## src/rtl/jpeg_exif_carver_core_defines.svh

```systemverilog
// assertion macros for the exif jpeg carver
`ifndef JPEG_EXIF_CARVER_CORE_DEFINES_SVH
`define JPEG_EXIF_CARVER_CORE_DEFINES_SVH

// condition in the same cycle implies consequence
`define JEC_ASSERT_NOW(lbl, ante, cons, msg) \
    lbl: assert property (@(posedge i_clk) disable iff (!i_rst_n) (ante) |-> (cons)) \
        else $error(msg);

// condition implies consequence in the following cycle
`define JEC_ASSERT_NEXT(lbl, ante, cons, msg) \
    lbl: assert property (@(posedge i_clk) disable iff (!i_rst_n) (ante) |=> (cons)) \
        else $error(msg);

`endif

```

## src/rtl/jec_pkg.sv

```systemverilog
package jec_pkg;

    // position counter width and reported position width
    localparam int POS_BITS = 40;
    localparam int OUT_W    = 40;
    localparam int LEN_W    = 24;
    localparam int BYTE_W   = 8;
    localparam int HIST_D   = 9;

    // apb register map
    localparam int ADDR_W   = 3;
    localparam int DATA_W   = 32;
    localparam logic REG_MAX_LEN = 1'b0;
    localparam logic REG_MIN_LEN = 1'b1;

    // register reset values
    localparam logic [LEN_W-1:0] MAX_LEN_RST = LEN_W'(5000000);
    localparam logic [LEN_W-1:0] MIN_LEN_RST = LEN_W'(65536);

    // event kinds
    localparam logic EVT_FOUND   = 1'b0;
    localparam logic EVT_ABANDON = 1'b1;

    // marker bytes
    localparam logic [BYTE_W-1:0] MK_FF = 8'hff;
    localparam logic [BYTE_W-1:0] MK_D8 = 8'hd8;
    localparam logic [BYTE_W-1:0] MK_D9 = 8'hd9;
    localparam logic [BYTE_W-1:0] CH_E  = 8'h45;
    localparam logic [BYTE_W-1:0] CH_X  = 8'h78;
    localparam logic [BYTE_W-1:0] CH_I  = 8'h69;
    localparam logic [BYTE_W-1:0] CH_F  = 8'h66;

    // start lies this many bytes before the closing 'f'
    localparam logic [POS_BITS-1:0] START_BACK = POS_BITS'(9);

    typedef logic [POS_BITS-1:0] t_pos;
    typedef logic [BYTE_W-1:0]   t_byte;
    typedef logic [LEN_W-1:0]    t_len;

    // one result item
    typedef struct packed {
        logic             event_kind;
        logic [OUT_W-1:0] image_start;
        logic [OUT_W-1:0] image_end;
    } t_evt;

endpackage

```

## src/rtl/jec_ifs.sv

```systemverilog
// byte stream channel
interface jec_in_if;
    logic                     valid;
    logic                     ready;
    logic [jec_pkg::BYTE_W-1:0] data_byte;

    modport source (output valid, output data_byte, input ready);
    modport sink (input valid, input data_byte, output ready);
endinterface

// carving event channel
interface jec_out_if;
    logic                      valid;
    logic                      ready;
    logic                      event_kind;
    logic [jec_pkg::OUT_W-1:0] image_start;
    logic [jec_pkg::OUT_W-1:0] image_end;

    modport source (output valid, output event_kind, output image_start,
                    output image_end, input ready);
    modport sink (input valid, input event_kind, input image_start,
                  input image_end, output ready);
endinterface

```

## src/rtl/jpeg_exif_carver_core.sv

```systemverilog
// Exif JPEG carver: scans a byte stream one byte per transfer and reports each
// embedded image (FF D8, four bytes, then "Exif") as a start/end position pair
// when FF D9 closes it at least min_image_len bytes past the start, or as an
// abandon event once it runs past max_image_len. A byte is taken every clock
// cycle while the skid entry is empty; its event, if any, is registered into
// the output register or skid entry. Each byte's state update is a history
// shift, a position count and one 40-bit length subtract with two compares.
// An output register plus one skid entry hold events while the sink stalls;
// input ready drops only when both are full. Positions saturate at the top
// of the counter. Registers: max_image_len at address 0, min_image_len at 4,
// 24 bits each in the low bits of the word; write only while the stream is idle.
`include "jpeg_exif_carver_core_defines.svh"

module jpeg_exif_carver_core (
    input  logic                        i_clk,
    input  logic                        i_rst_n,
    jec_in_if.sink                      i_in,
    jec_out_if.source                   o_evt,
    input  logic                        psel,
    input  logic                        penable,
    input  logic                        pwrite,
    input  logic [jec_pkg::ADDR_W-1:0]  paddr,
    input  logic [jec_pkg::DATA_W-1:0]  pwdata,
    output logic [jec_pkg::DATA_W-1:0]  prdata,
    output logic                        pready
);

    // scan state
    jec_pkg::t_byte r_hist [jec_pkg::HIST_D];
    jec_pkg::t_pos  r_pos, n_pos;
    jec_pkg::t_pos  r_start, n_start;
    logic           r_inside, n_inside;

    // configuration
    jec_pkg::t_len  r_max_len;
    jec_pkg::t_len  r_min_len;

    // output register and skid entry
    jec_pkg::t_evt  r_out, n_out;
    logic           r_out_v, n_out_v;
    jec_pkg::t_evt  r_skd, n_skd;
    logic           r_skd_v, n_skd_v;

    logic           in_xfer;
    logic           out_xfer;
    logic           cfg_wr;
    jec_pkg::t_byte cur;
    jec_pkg::t_pos  img_len;
    logic           too_long;
    logic           long_enough;
    logic           abandon;
    logic           still_in;
    logic           found;
    logic           kept_in;
    logic           start_hit;
    logic           push;
    jec_pkg::t_evt  evt;

    assign pready   = 1'b1;
    assign cfg_wr   = psel && penable && pwrite && pready;
    assign in_xfer  = i_in.valid && i_in.ready;
    assign out_xfer = o_evt.valid && o_evt.ready;
    assign cur      = i_in.data_byte;

    // register read
    always_comb begin
        unique case (paddr[2])
            jec_pkg::REG_MAX_LEN: prdata = jec_pkg::DATA_W'(r_max_len);
            jec_pkg::REG_MIN_LEN: prdata = jec_pkg::DATA_W'(r_min_len);
            default:              prdata = '0;
        endcase
    end

    // length checks against the current image start
    assign img_len     = r_pos - r_start;
    assign too_long    = img_len > jec_pkg::t_pos'(r_max_len);
    assign long_enough = img_len >= jec_pkg::t_pos'(r_min_len);

    // abandon first, then end marker, then start pattern
    assign abandon   = r_inside && too_long;
    assign still_in  = r_inside && !abandon;
    assign found     = still_in && (r_hist[0] == jec_pkg::MK_FF)
                       && (cur == jec_pkg::MK_D9) && long_enough;
    assign kept_in   = still_in && !found;
    assign start_hit = !kept_in
                       && (r_hist[8] == jec_pkg::MK_FF) && (r_hist[7] == jec_pkg::MK_D8)
                       && (r_hist[2] == jec_pkg::CH_E) && (r_hist[1] == jec_pkg::CH_X)
                       && (r_hist[0] == jec_pkg::CH_I) && (cur == jec_pkg::CH_F);
    assign push      = in_xfer && (abandon || found);

    // event payload
    always_comb begin
        evt.event_kind  = abandon ? jec_pkg::EVT_ABANDON : jec_pkg::EVT_FOUND;
        evt.image_start = jec_pkg::OUT_W'(r_start);
        evt.image_end   = jec_pkg::OUT_W'(r_pos);
    end

    // next scan state
    always_comb begin
        n_inside = kept_in || start_hit;
        n_start  = r_start;
        if (start_hit) begin
            n_start = (r_pos >= jec_pkg::START_BACK) ? r_pos - jec_pkg::START_BACK : '0;
        end
        n_pos = (&r_pos) ? r_pos : r_pos + jec_pkg::t_pos'(1);
    end

    // scan state registers
    always_ff @(posedge i_clk) begin
        if (!i_rst_n) begin
            for (int i = 0; i < jec_pkg::HIST_D; i++) begin
                r_hist[i] <= '0;
            end
            r_pos    <= '0;
            r_start  <= '0;
            r_inside <= 1'b0;
        end else if (in_xfer) begin
            for (int i = jec_pkg::HIST_D - 1; i > 0; i--) begin
                r_hist[i] <= r_hist[i-1];
            end
            r_hist[0] <= cur;
            r_pos     <= n_pos;
            r_start   <= n_start;
            r_inside  <= n_inside;
        end
    end

    // configuration registers
    always_ff @(posedge i_clk) begin
        if (!i_rst_n) begin
            r_max_len <= jec_pkg::MAX_LEN_RST;
            r_min_len <= jec_pkg::MIN_LEN_RST;
        end else if (cfg_wr) begin
            unique case (paddr[2])
                jec_pkg::REG_MAX_LEN: r_max_len <= pwdata[jec_pkg::LEN_W-1:0];
                jec_pkg::REG_MIN_LEN: r_min_len <= pwdata[jec_pkg::LEN_W-1:0];
                default: ;
            endcase
        end
    end

    // output register and skid steering
    always_comb begin
        n_out   = r_out;
        n_out_v = r_out_v;
        n_skd   = r_skd;
        n_skd_v = r_skd_v;
        if (r_out_v && !out_xfer) begin
            if (push) begin
                n_skd   = evt;
                n_skd_v = 1'b1;
            end
        end else if (r_skd_v) begin
            n_out   = r_skd;
            n_out_v = 1'b1;
            n_skd_v = 1'b0;
        end else begin
            n_out   = evt;
            n_out_v = push;
        end
    end

    always_ff @(posedge i_clk) begin
        if (!i_rst_n) begin
            r_out_v <= 1'b0;
            r_skd_v <= 1'b0;
        end else begin
            r_out_v <= n_out_v;
            r_skd_v <= n_skd_v;
        end
    end

    always_ff @(posedge i_clk) begin
        r_out <= n_out;
        r_skd <= n_skd;
    end

    // channel outputs
    assign i_in.ready        = !r_skd_v;
    assign o_evt.valid       = r_out_v;
    assign o_evt.event_kind  = r_out.event_kind;
    assign o_evt.image_start = r_out.image_start;
    assign o_evt.image_end   = r_out.image_end;

    // checks
    `JEC_ASSERT_NOW(a_skid_behind_out, r_skd_v, r_out_v, "skid entry held without output event")
    `JEC_ASSERT_NOW(a_start_not_past_pos, r_inside, r_start <= r_pos, "image start beyond position")
    `JEC_ASSERT_NEXT(a_pos_steps, in_xfer, (r_pos == $past(r_pos) + jec_pkg::t_pos'(1)) || (&r_pos), "position did not advance by one")

endmodule
```

## src/flat_wrapper.sv

```systemverilog
// flat-port wrapper written by rule: the top's interface ports become plain ports
module jpeg_exif_carver_core_flat 
  (i_clk, i_rst_n, psel, penable, pwrite, paddr, pwdata, prdata, pready, i_in_valid, i_in_data_byte, i_in_ready, o_evt_valid, o_evt_event_kind, o_evt_image_start, o_evt_image_end, o_evt_ready);
  jec_in_if i_in_i ();
  jec_out_if o_evt_i ();
  input  logic i_clk;
  input  logic i_rst_n;
  input  logic psel;
  input  logic penable;
  input  logic pwrite;
  input  logic [jec_pkg::ADDR_W-1:0] paddr;
  input  logic [jec_pkg::DATA_W-1:0] pwdata;
  output logic [jec_pkg::DATA_W-1:0] prdata;
  output logic pready;
  input wire logic [$bits(i_in_i.valid)-1:0] i_in_valid;
  input wire logic [$bits(i_in_i.data_byte)-1:0] i_in_data_byte;
  output wire logic [$bits(i_in_i.ready)-1:0] i_in_ready;
  output wire logic [$bits(o_evt_i.valid)-1:0] o_evt_valid;
  output wire logic [$bits(o_evt_i.event_kind)-1:0] o_evt_event_kind;
  output wire logic [$bits(o_evt_i.image_start)-1:0] o_evt_image_start;
  output wire logic [$bits(o_evt_i.image_end)-1:0] o_evt_image_end;
  input wire logic [$bits(o_evt_i.ready)-1:0] o_evt_ready;
  assign i_in_i.valid = i_in_valid;
  assign i_in_i.data_byte = i_in_data_byte;
  assign i_in_ready = i_in_i.ready;
  assign o_evt_valid = o_evt_i.valid;
  assign o_evt_event_kind = o_evt_i.event_kind;
  assign o_evt_image_start = o_evt_i.image_start;
  assign o_evt_image_end = o_evt_i.image_end;
  assign o_evt_i.ready = o_evt_ready;
  jpeg_exif_carver_core u_core (.i_clk(i_clk), .i_rst_n(i_rst_n), .i_in(i_in_i), .o_evt(o_evt_i), .psel(psel), .penable(penable), .pwrite(pwrite), .paddr(paddr), .pwdata(pwdata), .prdata(prdata), .pready(pready));
endmodule
```

## config.mk

```make
export PLATFORM = sky130hd
export DESIGN_NAME = jpeg_exif_carver_core_flat
export DESIGN_NICKNAME = d
export VERILOG_FILES = /design/src/rtl/jec_pkg.sv /design/src/rtl/jec_ifs.sv /design/src/rtl/jpeg_exif_carver_core.sv /design/src/flat_wrapper.sv
export VERILOG_INCLUDE_DIRS = /design/src /design/src/rtl
export SDC_FILE = /design/constraint.sdc
export NUM_CORES = 1
export LEC_CHECK = 0
export BUFFER_PORTS_ARGS = -buffer_cell sky130_fd_sc_hd__buf_2
export CAP_MARGIN = 10
export CORE_MARGIN = 1
export CORE_UTILIZATION = 40
export DETAILED_ROUTE_END_ITERATION = 12
export SETUP_SLACK_MARGIN = 0.05
export SYNTH_ARGS = -nofsm -noshare
export SYNTH_HDL_FRONTEND = slang
export SYNTH_SLANG_ARGS = --single-unit
```

## constraint.sdc

```tcl
create_clock -name i_clk -period 14.55 [get_ports i_clk]
set_input_delay 0 -clock i_clk [delete_from_list [all_inputs] [get_ports i_clk]]
set_output_delay 0 -clock i_clk [all_outputs]
set_load 0.01 [all_outputs]
```

### Word-level counts from Yosys, hierarchy flattened

Memories as Yosys holds them, arrays and structs flattened.
Cells that the tools add are included.

| storage, ports and cells | value |
|---|---|
| flip-flop bits (word level) | 293 |
| RAM bits | 72 |
| input port bits | 50 |
| output and inout bits | 116 |
| word-level logic and storage cells | 89 |
| memories | 1 |

Memory list:

| name | words | width | rd ports | clocked after memory_dff | wr ports | RTL line | RTL |
|---|---|---|---|---|---|---|---|
| u_core.r_hist | 9 | 8 | 9 | 0 | 9 | jpeg_exif_carver_core.sv:29 | `jec_pkg::t_byte r_hist [jec_pkg::HIST_D];` |

| cells by class | value |
|---|---|
| add/subtract/negate cells | 3 |
| $lt $le $gt $ge | 3 |
| equality and inequality tests | 8 |
| muxes and demuxes | 18 |
| bitwise gates (word level) | 11 |
| reduce and logical (&&, ||, !) cells | 32 |

Operator list:

| kind | count |
|---|---|
| 81-bit 2-to-1 mux | 1 |
| 8-bit 2-to-1 mux | 9 |
| 32-bit case mux with 2 select lines | 1 |
| 40-bit by 1-bit adder with 40-bit output, second input constant | 1 |
| 40-bit by 24-bit greater-or-equal comparator with 1-bit output | 1 |
| 40-bit by 4-bit greater-or-equal comparator with 1-bit output, second input constant | 1 |
| 40-bit by 24-bit > comparator with 1-bit output | 1 |
| 40-bit 2-to-1 mux | 1 |
| 40-bit AND reduction | 1 |
| 40-bit by 4-bit subtractor with 40-bit output, second input constant | 1 |
| 40-bit subtractor | 1 |
| 8-bit by 7-bit == test with 1-bit output, second input constant | 4 |
| 8-bit == test, second input constant | 4 |
| 1-bit logical AND | 18 |
| 2-bit AND reduction | 6 |
| 1-bit OR | 9 |
| 1-bit 2-to-1 mux | 6 |
| 1-bit zero test | 5 |
| 1-bit logical OR | 2 |
| 1-bit inverter | 2 |

### Depth between registers and ports, before layout

Gate-level depths: netlist of run 1.

| depth | value |
|---|---|
| depth after elaboration | 18 |
| depth in mapped cells | 24 |
| mapped depth without buffers | 22 |

### Least setup slack after synthesis of run 1

No wires, ideal clock.

| path | value |
|---|---|
| path type | register to register |
| start point | register u_core.r_pos[0] |
| end point | register u_core.r_skd[0] (netlist name), enable pin |
| setup time | 0.521 ns |
| arrival time | 7.387 ns |
| required time | 14.029 ns |
| path slack | 6.642 ns |
| stages on the path, launching flop included | 23 |
| path through | dfxtp_1 -> inv_1 -> ha_1 -> inv_1 -> fa_1 -> a211oi_1 -> o21ai_0 -> a21oi_1 -> nand2_1 -> a21oi_1 -> o21bai_1 -> xor2_1 -> ha_1 -> nand3_1 -> or4_1 -> nor2_1 -> o21ai_0 -> o2111ai_1 -> a22o_1 -> nor4_1 -> nand4_2 -> nor3_1 -> nor2_1 |

| between the ends | value |
|---|---|
| word-level cells in the longest chain between the ends | 11 |

Ends and longest elaborated chain:

| element | RTL line | RTL |
|---|---|---|
| from (decl) | jpeg_exif_carver_core.sv:30 | `jec_pkg::t_pos r_pos, n_pos;` |
| from (signal assigned) | jpeg_exif_carver_core.sv:122 | `r_pos <= n_pos;` |
| 40-bit subtractor (*) | jpeg_exif_carver_core.sv:75 | `assign img_len = r_pos - r_start;` |
| 40-bit by 24-bit > comparator with 1-bit output | jpeg_exif_carver_core.sv:76 | `assign too_long = img_len > jec_pkg::t_pos'(r_max_len);` |
| 1-bit logical AND | jpeg_exif_carver_core.sv:80 | `assign abandon = r_inside && too_long;` |
| 1-bit zero test | jpeg_exif_carver_core.sv:81 | `assign still_in = r_inside && !abandon;` |
| 1-bit logical AND | jpeg_exif_carver_core.sv:81 |  |
| 1-bit logical AND | jpeg_exif_carver_core.sv:82 | `assign found = still_in && (r_hist[0] == jec_pkg::MK_FF)` |
| 1-bit logical AND (2 in a row) | jpeg_exif_carver_core.sv:83 | `&& (cur == jec_pkg::MK_D9) && long_enough;` |
| 1-bit logical OR (*) | jpeg_exif_carver_core.sv:89 | `assign push = in_xfer && (abandon \|\| found);` |
| 1-bit logical AND (*) | jpeg_exif_carver_core.sv:89 |  |
| 2-bit AND reduction (no source line) (*) | - |  |
| to (signal assigned) | jpeg_exif_carver_core.sv:175 | `r_skd <= n_skd;` |
| to (decl) | jpeg_exif_carver_core.sv:41 | `jec_pkg::t_evt r_skd, n_skd;` |

Every way passes the cells marked *; elsewhere a longest branch is shown, timed or not.
A chain may end at the register's enable or synchronous reset.

### Final worst setup path of run 1

| path | value |
|---|---|
| start point | register u_core.r_pos[0] |
| end point | register u_core.r_start[35] |

| between the ends | value |
|---|---|
| word-level cells in the longest chain between the ends | 18 |

Ends and longest elaborated chain:

| element | RTL line | RTL |
|---|---|---|
| 40-bit subtractor | jpeg_exif_carver_core.sv:75 |  |
| 40-bit by 24-bit > comparator with 1-bit output | jpeg_exif_carver_core.sv:76 |  |
| 1-bit logical AND | jpeg_exif_carver_core.sv:80 |  |
| 1-bit zero test | jpeg_exif_carver_core.sv:81 |  |
| 1-bit logical AND | jpeg_exif_carver_core.sv:81 |  |
| 1-bit logical AND | jpeg_exif_carver_core.sv:82 |  |
| 1-bit logical AND (2 in a row) | jpeg_exif_carver_core.sv:83 |  |
| 1-bit zero test | jpeg_exif_carver_core.sv:84 | `assign kept_in = still_in && !found;` |
| 1-bit logical AND | jpeg_exif_carver_core.sv:84 |  |
| 1-bit zero test | jpeg_exif_carver_core.sv:85 | `assign start_hit = !kept_in` |
| 1-bit logical AND (2 in a row) | jpeg_exif_carver_core.sv:86 | `&& (r_hist[8] == jec_pkg::MK_FF) && (r_hist[7] == jec_pkg::MK_D8)` |
| 1-bit logical AND (2 in a row) | jpeg_exif_carver_core.sv:87 | `&& (r_hist[2] == jec_pkg::CH_E) && (r_hist[1] == jec_pkg::CH_X)` |
| 1-bit logical AND (2 in a row) | jpeg_exif_carver_core.sv:88 | `&& (r_hist[0] == jec_pkg::CH_I) && (cur == jec_pkg::CH_F);` |
| 2-bit AND reduction (no source line) | - |  |
| to (signal assigned) | jpeg_exif_carver_core.sv:123 | `r_start <= n_start;` |
| to (decl) | jpeg_exif_carver_core.sv:31 | `jec_pkg::t_pos r_start, n_start;` |

Parallel ways exist; a longest one is shown, timed or not.

==> results of run 1 <==
## per-layer routing
layer  GRT usage [%]  share of wire, %
met4            5.92               2.5
met1            27.5                48
met5               0             0.060
met3            3.26               5.2
met2            29.4                44
## per-stage QoR
stage	util, %	total power (W)	cells	hold WS [ps]	cell area (sq um)
after global routing	46.9	0.00231	2566	92.7	21400
after global placement	43.3	0.00125	2456	242	19800
after floorplan	-	0.00122	1807	136	18700
after CTS	46.9	0.00226	2565	95.5	21400
after detailed placement	43.3	0.00125	2456	252	19800
final	46.9	0.00224	2566	56.0	21400
## tightest hold or removal path, stage by stage
cell,delay [ps]
buf_2,100
nand4_1,260
nand2_1,90
a21oi_1,130
## timing repair
action | in CTS | in global routing
hold buffers | 35 | 0
endpoints found under the hold margin | 59 | 0
setup endpoints to repair | 0 | 0
## cell usage in the layout, fill, tap and decap left out, types with 5 or more instances in the layout
cell type	synthesis	final
a211oi_1	10	10
a21o_1	25	25
a21oi_1	101	101
a31oi_1	9	9
and2_1	12	12
and3_1	89	89
buf_2	6	146
buf_4	15	14
clkbuf_1	80	19
clkbuf_16	0	42
conb_1	2	9
dfxtp_1	131	130
dlygate4sd3_1	0	35
edfxtp_1	234	234
ha_1	90	90
inv_1	108	107
mux2_2	37	37
nand2_1	240	239
nand2b_1	9	9
nand3_1	33	33
nand4_1	33	33
nor2_1	86	84
nor2b_1	11	10
nor3_1	27	27
nor4_1	25	25
o211ai_1	14	14
o21a_1	5	5
o21ai_0	113	113
o21ai_1	7	7
o2bb2ai_1	8	8
o2bb2ai_2	30	30
or3_1	16	16
or4_1	6	6
xnor2_1	60	60
xor2_1	35	35
## final timing paths
check / startpoint / to / depth (start not counted)
worst max-delay path: u_core.r_pos[0]$_SDFFE_PN0P_ / u_core.r_start[35]$_SDFFE_PN0P_ / 22
worst min-delay path: pwrite / u_core.r_min_len[4]$_SDFFE_PN0P_ / 4
worst max register to register: u_core.r_pos[0]$_SDFFE_PN0P_ / u_core.r_start[35]$_SDFFE_PN0P_ / 22
worst min register to register: u_core.r_max_len[4]$_SDFFE_PN0P_ / u_core.r_max_len[4]$_SDFFE_PN0P_ / 2
## sequential cells by signal, summed over array words and instances (netlist names)
signal                    cells
u_core.r_start               40
u_core.o_evt.image_start     40
u_core.o_evt.image_end       40
u_core.r_hist                72
u_core.r_skd                 81
u_core.o_evt.event_kind       1
u_core.o_evt.valid            1
u_core.r_min_len             24
u_core.r_inside               1
u_core.r_max_len             24
u_core.r_skd_v                1
u_core.r_pos                 40
## cells by family after synthesis
group	synth area share, %
and+or+nand+nor	16.3
AOI/OAI and AO/OA	13.9
DFF	51.7
buffers and inverters	5.18
xor gates and xnor gates	4.46
adders and majority gates	6.14
muxes	2.34
other	0.0402
## layout make-up
cell class	count	share of cell area, %
Clock buffer	65	5.50
Clock inverter	9	0.520
Inverter	109	1.92
Multi-Input combinational cell	1222	37.9
Sequential cell	365	45.1
Tap cell	600	3.50
Timing Repair Buffer	196	5.61
## power breakdown
| part | leakage, nW | switching (W) | internal [W] | total (W) |
|---|---|---|---|---|
| clock | 0.622 | 0.000410 | 0.000592 | 0.00100 |
| combinational | 4.74 | 0.0000727 | 0.0000465 | 0.000119 |
| sequential | 3.78 | 0.00000791 | 0.00111 | 0.00112 |
==> flow_summary_export.csv, run 1 <==
group,metric,value,unit
final_layout,nets,2075,
grt,grt_pass1_vias,13000,
synth,ys_ff_latch,365,
grt,antenna_found_initial,2,
synth,async_reset_ff_share,0,%
floorplanning,initial_core_util,40.9,%
placement,place_hpwl,31500,um
timing,period_needed,6600,ps
clocking,clk_path_buf_depth,3,
placement,dp_slack,7930,ps
floorplanning,die_area,0.0475,sq mm
grt,grt_first_pass_wirelength,71900,um
timing,worst_pin_slew,930,ps
synth,synth_area_per_cell,10.4,sq um
detailed_routing,antenna_left,0,
critical_path,worstSetupPathType,"reg2reg",
synth,ys.flop_type,"edfxtp_1",
timing,rsz0062_at_grt,"no",
pwr,p_per_area,105,mW/mm^2
clocking,clock_latency,560,ps
synth,yosys_warnings,0,
clocking,cts_root_buf,"clkbuf_16",
synth,yosysUniqueCellTypes,81,
final_layout,multiInputGateArea,0.00812,sq mm
final_layout,num-fill-cells,4267,
critical_path,crit_fanout,28,
timing,fin_crit_sh,45.4,%
clocking,clk_pin_slew_worst_paths,60,ps
detailed_routing,routed_wl,45300,um
critical_path,critPathRequiredTime,14960,ps
clocking,cts_resized,0,
critical_path,crit_path_end_kind,"register",
timing,tns,0,ps
critical_path,cp_top_family,"compound AO/OA/AOI/OAI gates",
timing,max_freq,0.152,GHz
final_layout,num_antenna_cells,0,
final_layout,syn_to_final_growth,14.8,%
job,max_cap_viol_count,0,
floorplanning,die_w,218,um
final_layout,register_area,0.00965,sq mm
timing,clock_skew,21.3,ps
clocking,htreeDepth,2,
timing,maxSlewHeadroom,38.0,%
synth,synth_area,0.0187,sq mm
detailed_routing,wire_per_inst,17.7,um
clocking,cts_tree,"done",
synth,synth.top_cell.area_share,37.6,%
clocking,post_cts_buffers,0,
pwr,ir_worst_vdd,0.0000762,V
timing,finalHoldViolCount,0,
timing,layout_setup_ws,7950,ps
clocking,cts_sinks,365,
pwr,power_leakage,9.15,nW
placement,gp_congestion,0.891,
placement,numPortBuffers,146,
timing,final_max_slew_viol_count,0,
floorplanning,io-pin-count,166,
synth,ys_top_cells_by_area,"edfxtp_1 (38%), dfxtp_1 (14%), ha_1 (6.0%)",
floorplanning,core,0.0457,sq mm
critical_path,cp_slowest_stage_delay,640,ps
synth,yosysSeqAreaShare,51.7,%
floorplanning,rows,78,
synth,yosysTopAreaCell,"edfxtp_1",
min_path,hold_class,"in2reg",
detailed_routing,routed_via_density,5.34,
detailed_routing,dr.pass1.iters,5,
synth,synth_commonest_cells,"nand2_1 (240), edfxtp_1 (234), dfxtp_1 (131)",
floorplanning,die_y,218,um
run_status,outcome,"finished, final reports clean",
critical_path,cp.arrival,7010,ps
detailed_routing,drcViolationCount,0,
synth,synth_edf_count,234,
critical_path,slowest_stage,"o211ai_4",
grt,grt_max_degree,91,
detailed_routing,vias,13700,
synth,synthCells,1800,
final_layout,drive_above_1_share,15.8,%
grt,grt_usage,19.2,%
critical_path,cp_cell_sequence,"inv_1, ha_1, inv_1, fa_1, a211oi_1, o21ai_0, a21oi_1, nand2_1, a21oi_1, o21bai_1, xor2_1, ha_1, nand3_1, or4_1, nor2_1, nand2_1, a22o_1, nor4_1, nand4_2, o211ai_4, buf_4, o2bb2ai_1",
clocking,cts_made_buffers,40,
synth,synth.most_common_cell,"nand2_1",
grt,overflow,0,
critical_path,crit_buf_inv,3,
timing,setup_viol,0,
critical_path,crit_path_start_kind,"register",
detailed_routing,drtIter0Drc,901,
critical_path,reg2reg_setup_slack,7950,ps
Power figures use the tool's default switching activity.
==> run 2, diff against run 1 <==
- ABC_AREA: not set -> 1
- clock period: 14.55 -> 5.35 ns (I/O delays scaled with it)
==> flow_summary_export.csv, run 2 <==
group,metric,value,unit
final_layout,regMostFlops,"u_core.r_skd",
synth,ys_top_cells_by_area,"edfxtp_1 (36%), dfxtp_1 (13%), nand2_1 (11%)",
floorplanning,initial_core_util,40.8,%
critical_path,worstSetupPathType,"reg2reg",
detailed_routing,routed_via_density,4.99,
synth,async_reset_ff_share,0,%
final_layout,final_cell_area,0.0227,sq mm
clocking,clock_latency,570,ps
final_layout,final_core_util,47.2,%
critical_path,r2r_start,"u_core.r_pos[9]$_SDFFE_PN0P_",
synth,ys_ff_latch,365,
grt,grt_usage,21.4,%
critical_path,crit_start,"u_core.r_pos[9]$_SDFFE_PN0P_",
critical_path,reg2reg_setup_slack,900,ps
clocking,cts_resized,0,
clocking,cts_root_buf,"clkbuf_16",
grt,antenna_found_initial,0,
critical_path,reg2reg_to,"u_core.r_skd[44]$_DFFE_PP_",
timing,setup_viol,0,
final_layout,largestRegisters,"u_core.r_skd: 81 flops, u_core.r_hist: 72 flops",
synth,yosys_warnings,0,
synth,synth_compound_area_share,9.53,%
timing,clock_skew,15.6,ps
timing,worst_pin_slew,941,ps
detailed_routing,wire_per_inst,16.1,um
synth,ys.flop_type,"edfxtp_1",
pwr,power_leakage,10.9,nW
critical_path,cp_cell_sequence,"ha_1, nand2_2, inv_1, a21oi_1, nor2_1, o21bai_1, nand2_1, a21oi_1, xnor2_1, ha_1, nand4_1, inv_1, nand2_1, nor4_2, nand2_1, nand4_1, nand2_1, inv_1, nor2_2, nand3_1, nand3_1, nor2_4, buf_12",
timing,fin_crit_sh,83.2,%
job,max_cap_viol_count,0,
final_layout,largest_register_ffs,81,
min_path,hold_class,"in2reg",
final_layout,final_common_cell,"nand2_1",
pwr,p_per_area,276,mW/mm^2
detailed_routing,routed_wl,53000,um
placement,place_hpwl,39700,um
critical_path,slowest_stage,"dfxtp_1",
floorplanning,core,0.0480,sq mm
critical_path,critPathRequiredTime,5540,ps
synth,synth.most_common_cell,"nand2_1",
synth,synth_edf_count,234,
synth,yosysSeqAreaShare,49.2,%
final_layout,final_cell_mix,"nand2_1 (547), nor2_1 (356), inv_1 (353)",
synth,yosysTopAreaCell,"edfxtp_1",
pwr,ir_worst_vdd,0.000219,V
synth,yosysUniqueCellTypes,45,
critical_path,crit_fanout,80,
clocking,clk_path_buf_depth,3,
detailed_routing,drcViolationCount,0,
clocking,cts_made_buffers,42,
synth,synth.top_cell.area_share,35.8,%
critical_path,cp_top_family,"simple AND/OR/NAND/NOR gates",
detailed_routing,drtIter0Drc,1209,
floorplanning,die_area,0.0499,sq mm
timing,rsz0062_at_grt,"no",
grt,grt_pass1_vias,15700,
critical_path,reg2reg_depth,23,
synth,synth_top_family_by_area,"simple AND/OR/NAND/NOR gates",
floorplanning,rows,80,
detailed_routing,antenna_left,0,
critical_path,cpMostUsedCell,"nand2_1",
timing,finalHoldViolCount,0,
synth,synth_area_per_cell,7.95,sq um
final_layout,syn_to_final_growth,15.7,%
timing,max_freq,0.225,GHz
placement,gp_congestion,0.900,
floorplanning,die_y,223,um
grt,overflow,0,
placement,numPortBuffers,146,
critical_path,cp.arrival,4640,ps
synth,synth_xor_area_share,1.56,%
critical_path,crit_buf_inv,4,
synth,synth-simple-area-share,24.4,%
clocking,cts_sinks,365,
clocking,htreeDepth,2,
grt,grt_max_degree,86,
grt,grt_first_pass_wirelength,83700,um
synth,synthAdderAreaFrac,5.84,%
final_layout,nets,2781,
synth,synthCells,2468,
timing,final_max_slew_viol_count,0,
synth,muxShareOfSynthArea,0,%
placement,dpl_cell_area,0.0210,sq mm
floorplanning,io-pin-count,166,
synth,synth_area,0.0196,sq mm
final_layout,num_antenna_cells,0,
run_status,outcome,"finished, final reports clean",
critical_path,cp_slowest_stage_delay,530,ps
critical_path,path_depth,23,
critical_path,crit_path_end_kind,"register",
final_layout,drive_above_1_share,11.2,%
timing,tns,0,ps
timing,maxSlewHeadroom,37.2,%
timing,period_needed,4450,ps
detailed_routing,vias,16400,
critical_path,critPathCapture,"u_core.r_skd[44]$_DFFE_PP_",
floorplanning,die_w,223,um
clocking,clk_pin_slew_worst_paths,60,ps
final_layout,num-fill-cells,4753,
synth,synth_commonest_cells,"nand2_1 (550), nor2_1 (357), inv_1 (356)",
clocking,cts_tree,"done",
pwr,finalPower,0.00627,W
critical_path,crit_path_start_kind,"register",
detailed_routing,dr.pass1.iters,5,
run 2: changes by cell type after synthesis, moves of 23 or more:
cell       delta
a21o_1       -23
a21oi_1      +40
and3_1       -87
clkbuf_1     -27
inv_1       +248
inv_2        +28
mux2_2       -37
nand2_1     +310
nand3_1      +43
nor2_1      +271
nor3_1       +45
o21ai_0      +75
o2bb2ai_2    -30
xnor2_1      -57
run 2: layout make-up:
class	count	area [sq um]	area share [%]
clock buffers	53	1120	4.94
clock inverters	22	239	1.05
inverters	386	1450	6.40
multi-input cells	1643	8190	36.1
flip-flops and latches	365	9650	42.5
well taps	615	769	3.39
repair buffers	202	1270	5.61
run 2: repair_timing:
| action | in CTS | in global routing |
|---|---|---|
| hold buffers | 38 | 0 |
| hold endpoints to repair | 93 | 0 |
| setup buffers | 0 | 0 |
run 2: per-stage QoR:
step	std cells	hold WS (ps)	setup slack, ps
finish	3286	24.6	899
global route	3286	95.9	557
CTS	3286	1.98	916
detailed placement	3173	235	954
global placement	3173	223	1010
floorplan	2475	126	-1260
run 2: routing by layer:
layer  GRT usage [%]  vias up  part of all wire [%]
met5               0        -                     0
met1            29.3     7581                    46
met2            35.0      433                    46
met3            3.29       72                   5.4
li1                -     8323                     -
met4            6.12        0                   2.4
run 2: how the worst min path moves through the flow:
stage	startpoint	cells after the start	endpoint	slack, ps
CTS	penable	5	u_core.r_max_len[19]$_SDFFE_PN1P_	2
global route	i_in_valid	4	u_core.r_inside$_SDFFE_PN0P_	100
detailed placement	pwdata[16]	3	u_core.r_min_len[16]$_SDFFE_PN1P_	230
floorplan	pwdata[11]	2	u_core.r_max_len[11]$_SDFFE_PN1P_	130
finish	penable	5	u_core.r_max_len[22]$_SDFFE_PN1P_	20
global placement	pwdata[18]	3	u_core.r_max_len[18]$_SDFFE_PN1P_	220
run 2: tightest hold or removal path: stages:
cell     delay [ps]
buf_2            90
nand3_1          80
nor2_1           40
buf_4           190
o21ai_0         140
run 2: where the power goes:
part | switching, W | total [W] | internal [W]
combinational | 0.000242 | 0.000379 | 0.000137
clock | 0.00116 | 0.00284 | 0.00169
sequential | 0.0000203 | 0.00305 | 0.00303
total | 0.00142 | 0.00627 | 0.00485
run 2: cell families after synthesis:
logic type	Yosys count
buf+inv	467
compound gates	359
flops	365
other cells	2
simple gates	1149
xor+xnor	35
fa+ha+maj	91
